**src/design/box_filter_line_top_defines.svh**
```systemverilog
// Assertion macros for the box filter line block.
// Each macro samples on clk_i and is disabled while rst_ni is low.
`ifndef BOX_FILTER_LINE_TOP_DEFINES_SVH
`define BOX_FILTER_LINE_TOP_DEFINES_SVH
`ifndef SYNTH
`define BFL_ASSERT(lbl, prop, msg) \
  lbl: assert property (@(posedge clk_i) disable iff (!rst_ni) prop) else $error(msg);
`define BFL_ASSERT_IMP(lbl, ante, cons, msg) \
  lbl: assert property (@(posedge clk_i) disable iff (!rst_ni) (ante) |-> (cons)) \
    else $error(msg);
`else
`define BFL_ASSERT(lbl, prop, msg)
`define BFL_ASSERT_IMP(lbl, ante, cons, msg)
`endif
`endif

```
**src/design/bfl_pkg.sv**
```systemverilog
`timescale 1ns / 1ps
package bfl_pkg;

  localparam int PIX_W          = 8;
  localparam int PIX_MAX        = 255;
  localparam int RADIUS_W       = 4;
  localparam int RADIUS_LIMIT   = 15;
  localparam int MAX_RADIUS_DEF = 15;
  localparam int SUM_W_DEF      = 13;

  localparam logic [RADIUS_W-1:0] RADIUS_RST = RADIUS_W'(1);

  typedef struct packed {
    logic [PIX_W-1:0] pixel_in;
    logic             line_end_in;
  } in_t;

  typedef struct packed {
    logic [PIX_W-1:0] pixel_out;
    logic             line_end_out;
  } out_t;

endpackage

```
**src/design/box_filter_line_top.sv**
```systemverilog
`timescale 1ns / 1ps
// Streaming 1-D box filter over one image line, border pixels replicated.
// Each output word is the truncated mean of the 2r+1 pixels centred on it;
// outputs lag the input by r pixels and the word flagged last-of-line
// flushes the rest of the line, the final one carrying line_end_out.
// Pixels sit in a chain of cells that advances once per accepted word. One
// item is worked on at a time: a word yielding no result is only stored,
// and each result passes through window mask, partial sums, total, two
// divider stages and output load, where the output side can stall it. A
// line end yields up to r+1 results, each taking those steps. The radius
// register takes a write every cycle and must only be written while no
// item is in progress; values above the supported radius saturate. No
// clearing pass follows reset.
module box_filter_line_top #(
  parameter int MAX_RADIUS = bfl_pkg::MAX_RADIUS_DEF
) (
  input  logic                         clk_i,
  input  logic                         rst_ni,
  input  logic                         in_valid_i,
  output logic                         in_stall_o,
  input  bfl_pkg::in_t                 in_data_i,
  output logic                         out_valid_o,
  input  logic                         out_stall_i,
  output bfl_pkg::out_t                out_data_o,
  input  logic                         cfg_valid_i,
  output logic                         cfg_ready_o,
  input  logic [bfl_pkg::RADIUS_W-1:0] cfg_data_i
);

`include "box_filter_line_top_defines.svh"

  localparam int PIX_W  = bfl_pkg::PIX_W;
  localparam int RAD_W  = bfl_pkg::RADIUS_W;
  localparam int DEPTH  = 2 * MAX_RADIUS + 1;
  localparam int SEEN_W = $clog2(DEPTH + 1);
  // the radius register is 4 bits, so no window ever spans more cells
  localparam int RMAX   = (MAX_RADIUS < bfl_pkg::RADIUS_LIMIT) ? MAX_RADIUS
                                                               : bfl_pkg::RADIUS_LIMIT;
  localparam int NCELL  = 2 * RMAX + 1;
  localparam int CIDX_W = $clog2(NCELL);
  localparam int HI_W   = RAD_W + 1;
  localparam int CMP_W  = (SEEN_W > HI_W) ? SEEN_W : HI_W;
  localparam int SUM_W  = $clog2(NCELL * bfl_pkg::PIX_MAX + 1);
  localparam int PART_W = PIX_W + 2;
  localparam int NGRP   = (NCELL + 3) / 4;
  localparam logic [SEEN_W-1:0] SEEN_SAT = SEEN_W'(DEPTH);

  typedef enum logic [2:0] {
    S_IDLE,
    S_MASK,
    S_PART,
    S_SUM,
    S_DIVA,
    S_DIVB,
    S_EMIT
  } state_e;

  state_e              state_q, state_d;
  logic [SEEN_W-1:0]   seen_q, seen_d;
  logic [RAD_W-1:0]    back_q, back_d;
  logic                last_q, last_d;
  logic [RAD_W-1:0]    radius_q, radius_d;
  logic                out_valid_q, out_valid_d;
  bfl_pkg::out_t       out_q, out_d;

  logic [RAD_W-1:0]    r_eff;
  logic                in_acc;
  logic [SEEN_W-1:0]   seen_inc;
  logic                has_main;
  logic [HI_W-1:0]     hi_sum;
  logic [SEEN_W-1:0]   lim;
  logic                over;
  logic [CIDX_W-1:0]   hi_c;
  logic [HI_W-1:0]     above;
  logic [RAD_W-1:0]    below;
  logic                emit_go;
  logic                more;

  logic [PIX_W-1:0]    pix    [NCELL];
  logic [PIX_W-1:0]    masked [NGRP*4];
  logic [SUM_W-1:0]    edge_d, edge_q;
  logic [PART_W-1:0]   part_d [NGRP];
  logic [PART_W-1:0]   part_q [NGRP];
  logic [SUM_W-1:0]    sum_d, sum_q;
  logic [PIX_W-1:0]    quo;

  // ---------------------------------------------------------------------
  // Window geometry for the output centred back_q pixels behind the newest.
  // The left edge always reaches or passes the newest pixel, so the window
  // starts at cell 0 and r - back positions replicate the newest pixel.
  // The right edge clamps to the oldest pixel held for this line.
  // ---------------------------------------------------------------------
  assign r_eff    = (radius_q > RAD_W'(RMAX)) ? RAD_W'(RMAX) : radius_q;
  assign in_acc   = in_valid_i && (state_q == S_IDLE);
  assign seen_inc = (seen_q == SEEN_SAT) ? seen_q : seen_q + 1'b1;
  assign has_main = CMP_W'(seen_inc) > CMP_W'(r_eff);
  assign hi_sum   = HI_W'(back_q) + HI_W'(r_eff);
  assign lim      = seen_q - 1'b1;
  assign over     = CMP_W'(hi_sum) > CMP_W'(lim);
  assign hi_c     = over ? CIDX_W'(lim) : CIDX_W'(hi_sum);
  assign above    = over ? HI_W'(CMP_W'(hi_sum) - CMP_W'(lim)) : '0;
  assign below    = r_eff - back_q;
  assign emit_go  = (state_q == S_EMIT) && (!out_valid_q || !out_stall_i);
  assign more     = last_q && (back_q != '0);

  // ---------------------------------------------------------------------
  // Pixel chain: cell 0 holds the newest pixel of the line.
  // ---------------------------------------------------------------------
  for (genvar d = 0; d < NCELL; d++) begin : g_cell
    logic [PIX_W-1:0] feed;
    if (d == 0) begin : g_head
      assign feed = in_data_i.pixel_in;
    end else begin : g_link
      assign feed = pix[d-1];
    end
    bfl_cell u_cell (
      .clk_i   (clk_i),
      .shift_i (in_acc),
      .sel_i   (CIDX_W'(d) <= hi_c),
      .pix_i   (feed),
      .pix_o   (pix[d]),
      .mask_o  (masked[d])
    );
  end

  // pad the last group of four with zeros
  for (genvar d = NCELL; d < NGRP * 4; d++) begin : g_pad
    assign masked[d] = '0;
  end

  // ---------------------------------------------------------------------
  // Sum pipeline: replicated border terms and groups of four cells, then
  // the total. All stages run free; the sequencer samples at fixed points.
  // ---------------------------------------------------------------------
  assign edge_d = SUM_W'(below) * SUM_W'(pix[0]) + SUM_W'(above) * SUM_W'(pix[hi_c]);

  always_comb begin
    for (int g = 0; g < NGRP; g++) begin
      part_d[g] = PART_W'(masked[4*g]) + PART_W'(masked[4*g+1])
                + PART_W'(masked[4*g+2]) + PART_W'(masked[4*g+3]);
    end
  end

  always_comb begin
    sum_d = edge_q;
    for (int g = 0; g < NGRP; g++) begin
      sum_d = sum_d + SUM_W'(part_q[g]);
    end
  end

  always_ff @(posedge clk_i) begin
    edge_q <= edge_d;
    part_q <= part_d;
    sum_q  <= sum_d;
  end

  bfl_div #(
    .SUM_W (SUM_W)
  ) u_div (
    .clk_i (clk_i),
    .sum_i (sum_q),
    .rad_i (r_eff),
    .quo_o (quo)
  );

  // ---------------------------------------------------------------------
  // Sequencer: accept a word, walk the window mask through the pipeline,
  // load the result into the output register, then either flush the next
  // output of the line or go back to accepting.
  // ---------------------------------------------------------------------
  always_comb begin
    state_d     = state_q;
    seen_d      = seen_q;
    back_d      = back_q;
    last_d      = last_q;
    radius_d    = radius_q;
    out_valid_d = out_valid_q;
    out_d       = out_q;

    if (!out_stall_i) begin
      out_valid_d = 1'b0;
    end
    if (cfg_valid_i) begin
      radius_d = cfg_data_i;
    end

    unique case (state_q)
      S_IDLE: begin
        if (in_acc) begin
          seen_d = seen_inc;
          last_d = in_data_i.line_end_in;
          // first output is centred r back, or on the oldest pixel of a
          // line still holding no more than r pixels
          back_d = has_main ? r_eff : RAD_W'(seen_inc - 1'b1);
          if (has_main || in_data_i.line_end_in) begin
            state_d = S_MASK;
          end
        end
      end
      S_MASK: state_d = S_PART;
      S_PART: state_d = S_SUM;
      S_SUM:  state_d = S_DIVA;
      S_DIVA: state_d = S_DIVB;
      S_DIVB: state_d = S_EMIT;
      S_EMIT: begin
        if (emit_go) begin
          out_valid_d        = 1'b1;
          out_d.pixel_out    = quo;
          out_d.line_end_out = last_q && (back_q == '0);
          if (more) begin
            back_d  = back_q - 1'b1;
            state_d = S_MASK;
          end else begin
            if (last_q) begin
              seen_d = '0;
            end
            state_d = S_IDLE;
          end
        end
      end
      default: state_d = S_IDLE;
    endcase
  end

  always_ff @(posedge clk_i or negedge rst_ni) begin
    if (!rst_ni) begin
      state_q     <= S_IDLE;
      seen_q      <= '0;
      back_q      <= '0;
      last_q      <= 1'b0;
      radius_q    <= bfl_pkg::RADIUS_RST;
      out_valid_q <= 1'b0;
      out_q       <= '0;
    end else begin
      state_q     <= state_d;
      seen_q      <= seen_d;
      back_q      <= back_d;
      last_q      <= last_d;
      radius_q    <= radius_d;
      out_valid_q <= out_valid_d;
      out_q       <= out_d;
    end
  end

  assign in_stall_o  = (state_q != S_IDLE);
  assign cfg_ready_o = 1'b1;
  assign out_valid_o = out_valid_q;
  assign out_data_o  = out_q;

  // ---------------------------------------------------------------------
  // Checks
  // ---------------------------------------------------------------------
  `BFL_ASSERT(a_word_from_emit, $rose(out_valid_q) |-> $past(state_q == S_EMIT), "output word loaded outside emit")
  `BFL_ASSERT_IMP(a_busy_has_pixels, state_q != S_IDLE, seen_q != '0, "busy with no pixel held")
  `BFL_ASSERT(a_line_end_restarts, (emit_go && last_q && back_q == '0) |=> (seen_q == '0 && state_q == S_IDLE), "line end did not restart the line")

endmodule

```
**src/design/bfl_cell.sv**
```systemverilog
`timescale 1ns / 1ps
// One tap of the pixel chain: hold a pixel, pass it on when the chain
// advances, and present it masked by the window select.
module bfl_cell (
  input  logic                       clk_i,
  input  logic                       shift_i,
  input  logic                       sel_i,
  input  logic [bfl_pkg::PIX_W-1:0]  pix_i,
  output logic [bfl_pkg::PIX_W-1:0]  pix_o,
  output logic [bfl_pkg::PIX_W-1:0]  mask_o
);

  logic [bfl_pkg::PIX_W-1:0] pix_q;
  logic [bfl_pkg::PIX_W-1:0] mask_q;

  always_ff @(posedge clk_i) begin
    if (shift_i) begin
      pix_q <= pix_i;
    end
    mask_q <= sel_i ? pix_q : '0;
  end

  assign pix_o  = pix_q;
  assign mask_o = mask_q;

endmodule

```
**src/design/bfl_div.sv**
```systemverilog
`timescale 1ns / 1ps
// Divide the window sum by 2r+1: reciprocal multiply, then one correction.
module bfl_div #(
  parameter int SUM_W = bfl_pkg::SUM_W_DEF
) (
  input  logic                         clk_i,
  input  logic [SUM_W-1:0]             sum_i,
  input  logic [bfl_pkg::RADIUS_W-1:0] rad_i,
  output logic [bfl_pkg::PIX_W-1:0]    quo_o
);

  localparam int RCP_W  = SUM_W + 1;
  localparam int DIV_W  = bfl_pkg::RADIUS_W + 1;
  localparam int PROD_W = SUM_W + RCP_W;
  localparam int NRAD   = 1 << bfl_pkg::RADIUS_W;

  logic [RCP_W-1:0]          rcp_tab [NRAD];
  logic [PROD_W-1:0]         prod;
  logic [SUM_W-1:0]          qd;
  logic [SUM_W-1:0]          rem;
  logic [bfl_pkg::PIX_W-1:0] q0_q;
  logic [SUM_W-1:0]          s_q;
  logic [DIV_W-1:0]          d_q;
  logic [bfl_pkg::PIX_W-1:0] quo_q;

  // floor(2^SUM_W / (2g+1)); the estimate is at most one below the quotient
  for (genvar g = 0; g < NRAD; g++) begin : g_rcp
    localparam int RV = (1 << SUM_W) / (2 * g + 1);
    assign rcp_tab[g] = RCP_W'(RV);
  end

  assign prod = PROD_W'(sum_i) * PROD_W'(rcp_tab[rad_i]);
  assign qd   = SUM_W'(q0_q) * SUM_W'(d_q);
  assign rem  = s_q - qd;

  always_ff @(posedge clk_i) begin
    q0_q  <= bfl_pkg::PIX_W'(prod >> SUM_W);
    s_q   <= sum_i;
    d_q   <= {rad_i, 1'b1};
    quo_q <= (rem >= SUM_W'(d_q)) ? q0_q + 1'b1 : q0_q;
  end

  assign quo_o = quo_q;

endmodule
```
**config.mk**
```make
export PLATFORM = sky130hd
export DESIGN_NAME = box_filter_line_top
export DESIGN_NICKNAME = d
export VERILOG_FILES = /design/src/design/bfl_pkg.sv /design/src/design/box_filter_line_top.sv /design/src/design/bfl_cell.sv /design/src/design/bfl_div.sv
export VERILOG_INCLUDE_DIRS = /design/src /design/src/design
export SDC_FILE = /design/constraint.sdc
export NUM_CORES = 2
export LEC_CHECK = 0
export ABC_AREA = 1
export BUFFER_PORTS_ARGS = -buffer_cell sky130_fd_sc_hd__buf_2
export CAP_MARGIN = 20
export CORE_UTILIZATION = 30
export DETAILED_ROUTE_END_ITERATION = 7
export PLACE_DENSITY = 0.51
export SLEW_MARGIN = 20
export SYNTH_ARGS = -nofsm -noshare
export SYNTH_HDL_FRONTEND = slang
export SYNTH_SLANG_ARGS = --single-unit
```
**constraint.sdc**
```tcl
create_clock -name clk_i -period 22.7 [get_ports clk_i]
set_input_delay 3.405 -clock clk_i [delete_from_list [all_inputs] [get_ports clk_i]]
set_output_delay 3.405 -clock clk_i [all_outputs]
set_load 0.02 [all_outputs]
```
==> Flow_metrics.wiki <==
{| class="wikitable"
! Metric !! Value
|-
| Gate count after technology mapping || 3,853
|-
| Endpoint class of the critical path || flip-flop
|-
| Area occupied by registers || 15,900 um2
|-
| Hold buffer count at CTS || 0
|-
| Number of diodes || 0
|-
| Synth cell types || 52
|-
| Reg-to-Reg Start || radius_q[2]
|-
| Number of design-rule violations left by the first detailed-router iteration || 1,725
|-
| Half-perimeter wire length after detailed placement || 72,200 um
|-
| CTS clock-pin slew for the worst setup and hold paths || 60 ps
|-
| Post-layout min period || 9720 ps
|-
| Number of vias after detailed routing || 24.7k
|-
| Setup slack of the most critical reg-to-reg path || 12,980 ps
|-
| GRT Overall Usage || 15.7%
|-
| Crit path required time || 23,230 ps
|-
| Placer congestion estimate || 0.874
|-
| WHS Endpoint || out_data_o[6]
|-
| Final design utilization || 33.9%
|-
| Sequential fraction of the synthesis area || 42.3%
|-
| Count of flip-flops with a built-in enable after synthesis || 248
|-
| Number of failing hold endpoints at the final stage || 0
|-
| Global-route wire length before repair || 152,000 um
|-
| Synth area leader || sky130_fd_sc_hd__dfxtp_1
|-
| Starting density of the core || 30.3%
|-
| Clock insertion delay at the later pin of the skew report || 660 ps
|-
| Unrepaired setup endpoints after global routing || false
|-
| Kind of critical path || flip-flop to flip-flop
|-
| Die Height || 356 um
|-
| Worst Max-Slew Pin Slew || 1090 ps
|-
| CP max-delay cell || sky130_fd_sc_hd__nand2_2
|-
| CTS H-Tree Depth || 3
|-
| Fraction of layout cells with a size suffix above 1 || 5.58%
|-
| Type of the most critical hold path || flip-flop to flip-flop
|-
| Max Cap Violations || 0
|-
| TNS Setup || 0 ps
|-
| Residual DRC || 4
|-
| Iteration count of the initial detailed-routing pass || 7
|-
| Final wirelength || 97,200 um
|-
| Die Wd || 356 um
|-
| Row cnt || 129
|-
| Ratio of final minimum period to clock period || 42.8%
|-
| Synthesis-to-layout area growth || 11.8%
|-
| Synthesized Nets || 4,465
|-
| Maximum number of pins on one net before global-route repair || 81
|-
| Achievable Freq || 103 MHz
|-
| Via-per-instance ratio || 4.42
|-
| Most frequent cells in the layout || sky130_fd_sc_hd__nand2_1, sky130_fd_sc_hd__inv_1, sky130_fd_sc_hd__nor2_1
|-
| GR Overflow Total || 0
|-
| I/O Buffers || 28
|-
| Filler instances || 12.7k
|-
| Critical Path AT || 10,250 ps
|-
| Max-slew violation total from the final report || 0
|-
| Mean routed wirelength per cell || 17.4 um
|-
| Worst-path maximum fanout || 44
|-
| Async set-reset flop share out of synthesis || 4.08%
|-
| Synth warnings || 0
|-
| Post-synthesis area per instance || 9.74 um2
|-
| Fraction of post-synthesis cell area in the top cell type by area || 20.6%
|-
| Area of the die || 127,000 um2
|-
| Status || finished, violations left
|-
| Number of post-CTS setup repair buffers || 0
|-
| Type of element launching the critical path || flip-flop
|-
| Number of global-route vias before repair || 25.6k
|-
| Count of boundary I/O pins || 30
|-
| Area of the multi-input gates || 18,700 um2
|-
| Cell seen most often among critical-path stages || sky130_fd_sc_hd__nand2_1
|-
| Max stage delay on crit path || 870 ps
|-
| Worst reg2reg endpoint || edge_q[11]
|-
| Total setup violations reported at the end of the flow || 0
|-
| Number of buffers created by CTS || 75
|-
| Startpoint of the lowest-slack hold path || u_div.quo_o[5]
|-
| Cell types with the largest area share after synthesis || sky130_fd_sc_hd__dfxtp_1, sky130_fd_sc_hd__fa_1, sky130_fd_sc_hd__edfxtp_1
|-
| Sinks on the clock net || 662
|-
| Cell depth of the worst min-delay path || 2
|-
| Top_reg_cell synth || sky130_fd_sc_hd__dfxtp_1
|-
| CTS tree || built
|-
| Initial antenna violation count || 1
|-
| Maximum clock skew at final layout || 42.9 ps
|-
| Clock root buffer || sky130_fd_sc_hd__clkbuf_16
|-
| Layout net count || 4,493
|-
| Floorplan core area || 124,000 um2
|-
| WHS || 427 ps
|-
| Number of routed nets with antenna violations || 0
|-
| Post-cts resize count || 0
|-
| Max-slew headroom || 27.1%
|-
| Leading cell type in the layout, fill and taps excluded || sky130_fd_sc_hd__nand2_1
|-
| Number of synthesized register bits || 662
|-
| Violated checks || design-rule violations
|-
| Worst Reg-to-Reg Cells || 40
|-
| Cell Area, Synth || 37,500 um2
|-
| Number of buffers between clock root and the deepest sink || 3
|}
-- layout make-up --
| type | instances | share of cell area (%) |
|---|---|---|
| clock buffers | 111 | 5.14 |
| clock inverters | 28 | 0.850 |
| inverters | 687 | 6.16 |
| multi-input cells | 2409 | 44.5 |
| flip-flops and latches | 662 | 37.8 |
| well taps | 1637 | 4.88 |
| repair buffers | 46 | 0.704 |
-- per-layer routing --
layer	share of wire [%]	vias up	track usage, %
li1	-	11900	-
met1	46	12000	21.4
met2	47	536	25.7
met3	4.8	138	2.60
met4	2.6	0	4.51
met5	0	-	0
-- cells in the mapped netlist, drive strengths merged (53+ instances only) --
| cell type | number |
|---|---|
| a21oi | 111 |
| buf | 53 |
| dfxtp | 387 |
| edfxtp | 248 |
| fa | 380 |
| ha | 214 |
| inv | 683 |
| nand2 | 774 |
| nand3 | 221 |
| nor2 | 437 |
| o21ai | 83 |
| xor2 | 87 |
-- kinds of logic (layout without fill, tap and decap cells) --
logic type	count (synthesis)	count (layout)	share of synthesized area, %
compound gates	233	233	3.51
fa+ha+maj	594	594	27.4
buf+inv	782	872	8.10
xor+xnor	115	115	2.68
flops	662	662	42.3
simple gates	1466	1466	16.0
other cells	1	1	0.00999
-- worst max-delay path by stage --
stage	startpoint	endpoint	slack, ps	cells past startpoint
2_1_floorplan	in_valid_i	last_q	8060	3
3_3_place_gp	radius_q[2]	edge_q[11]	13110	40
6_report	radius_q[2]	edge_q[11]	12980	40
5_1_grt	radius_q[2]	edge_q[11]	12210	40
3_5_place_dp	radius_q[2]	edge_q[11]	13010	40
4_1_cts	radius_q[2]	edge_q[11]	12990	40
-- through the flow --
| stage | setup slack (ps) | cell area, um2 | instances |
|---|---|---|---|
| after global routing | 12210 | 42000 | 5580 |
| after CTS | 12990 | 41900 | 5579 |
| final | 12980 | 42000 | 5580 |
| after global placement | 13110 | 39400 | 5440 |
| after floorplan | 8060 | 37500 | 3853 |
| after detailed placement | 13010 | 39400 | 5440 |
-- registers in the layout (all words and copies together) (netlist names) --
signal,flops
back_q,4
edge_q,13
g_cell.u_cell.mask_o,248
g_cell.u_cell.pix_o,248
last_q,1
out_data_o,9
out_valid_o,1
part_q,80
radius_q,4
seen_q,5
state_q,3
sum_q,13
u_div.d_q,4
u_div.q0_q,8
u_div.quo_o,8
u_div.s_q,13
-- worst max-delay path, delay by kind of cell, from the launching register on --
family | cells | cell delay [ps]
adders and majority gates | 7 | 3040
buffers and inverters | 6 | 830
AOI/OAI and AO/OA | 7 | 1160
DFF | 1 | 700
xor gates and xnor gates | 2 | 370
and+or+nand+nor | 18 | 3430
Power is left out: the tool's default activity adds up to more than one toggle a clock period on the data nets, which glitch-free logic cannot reach.
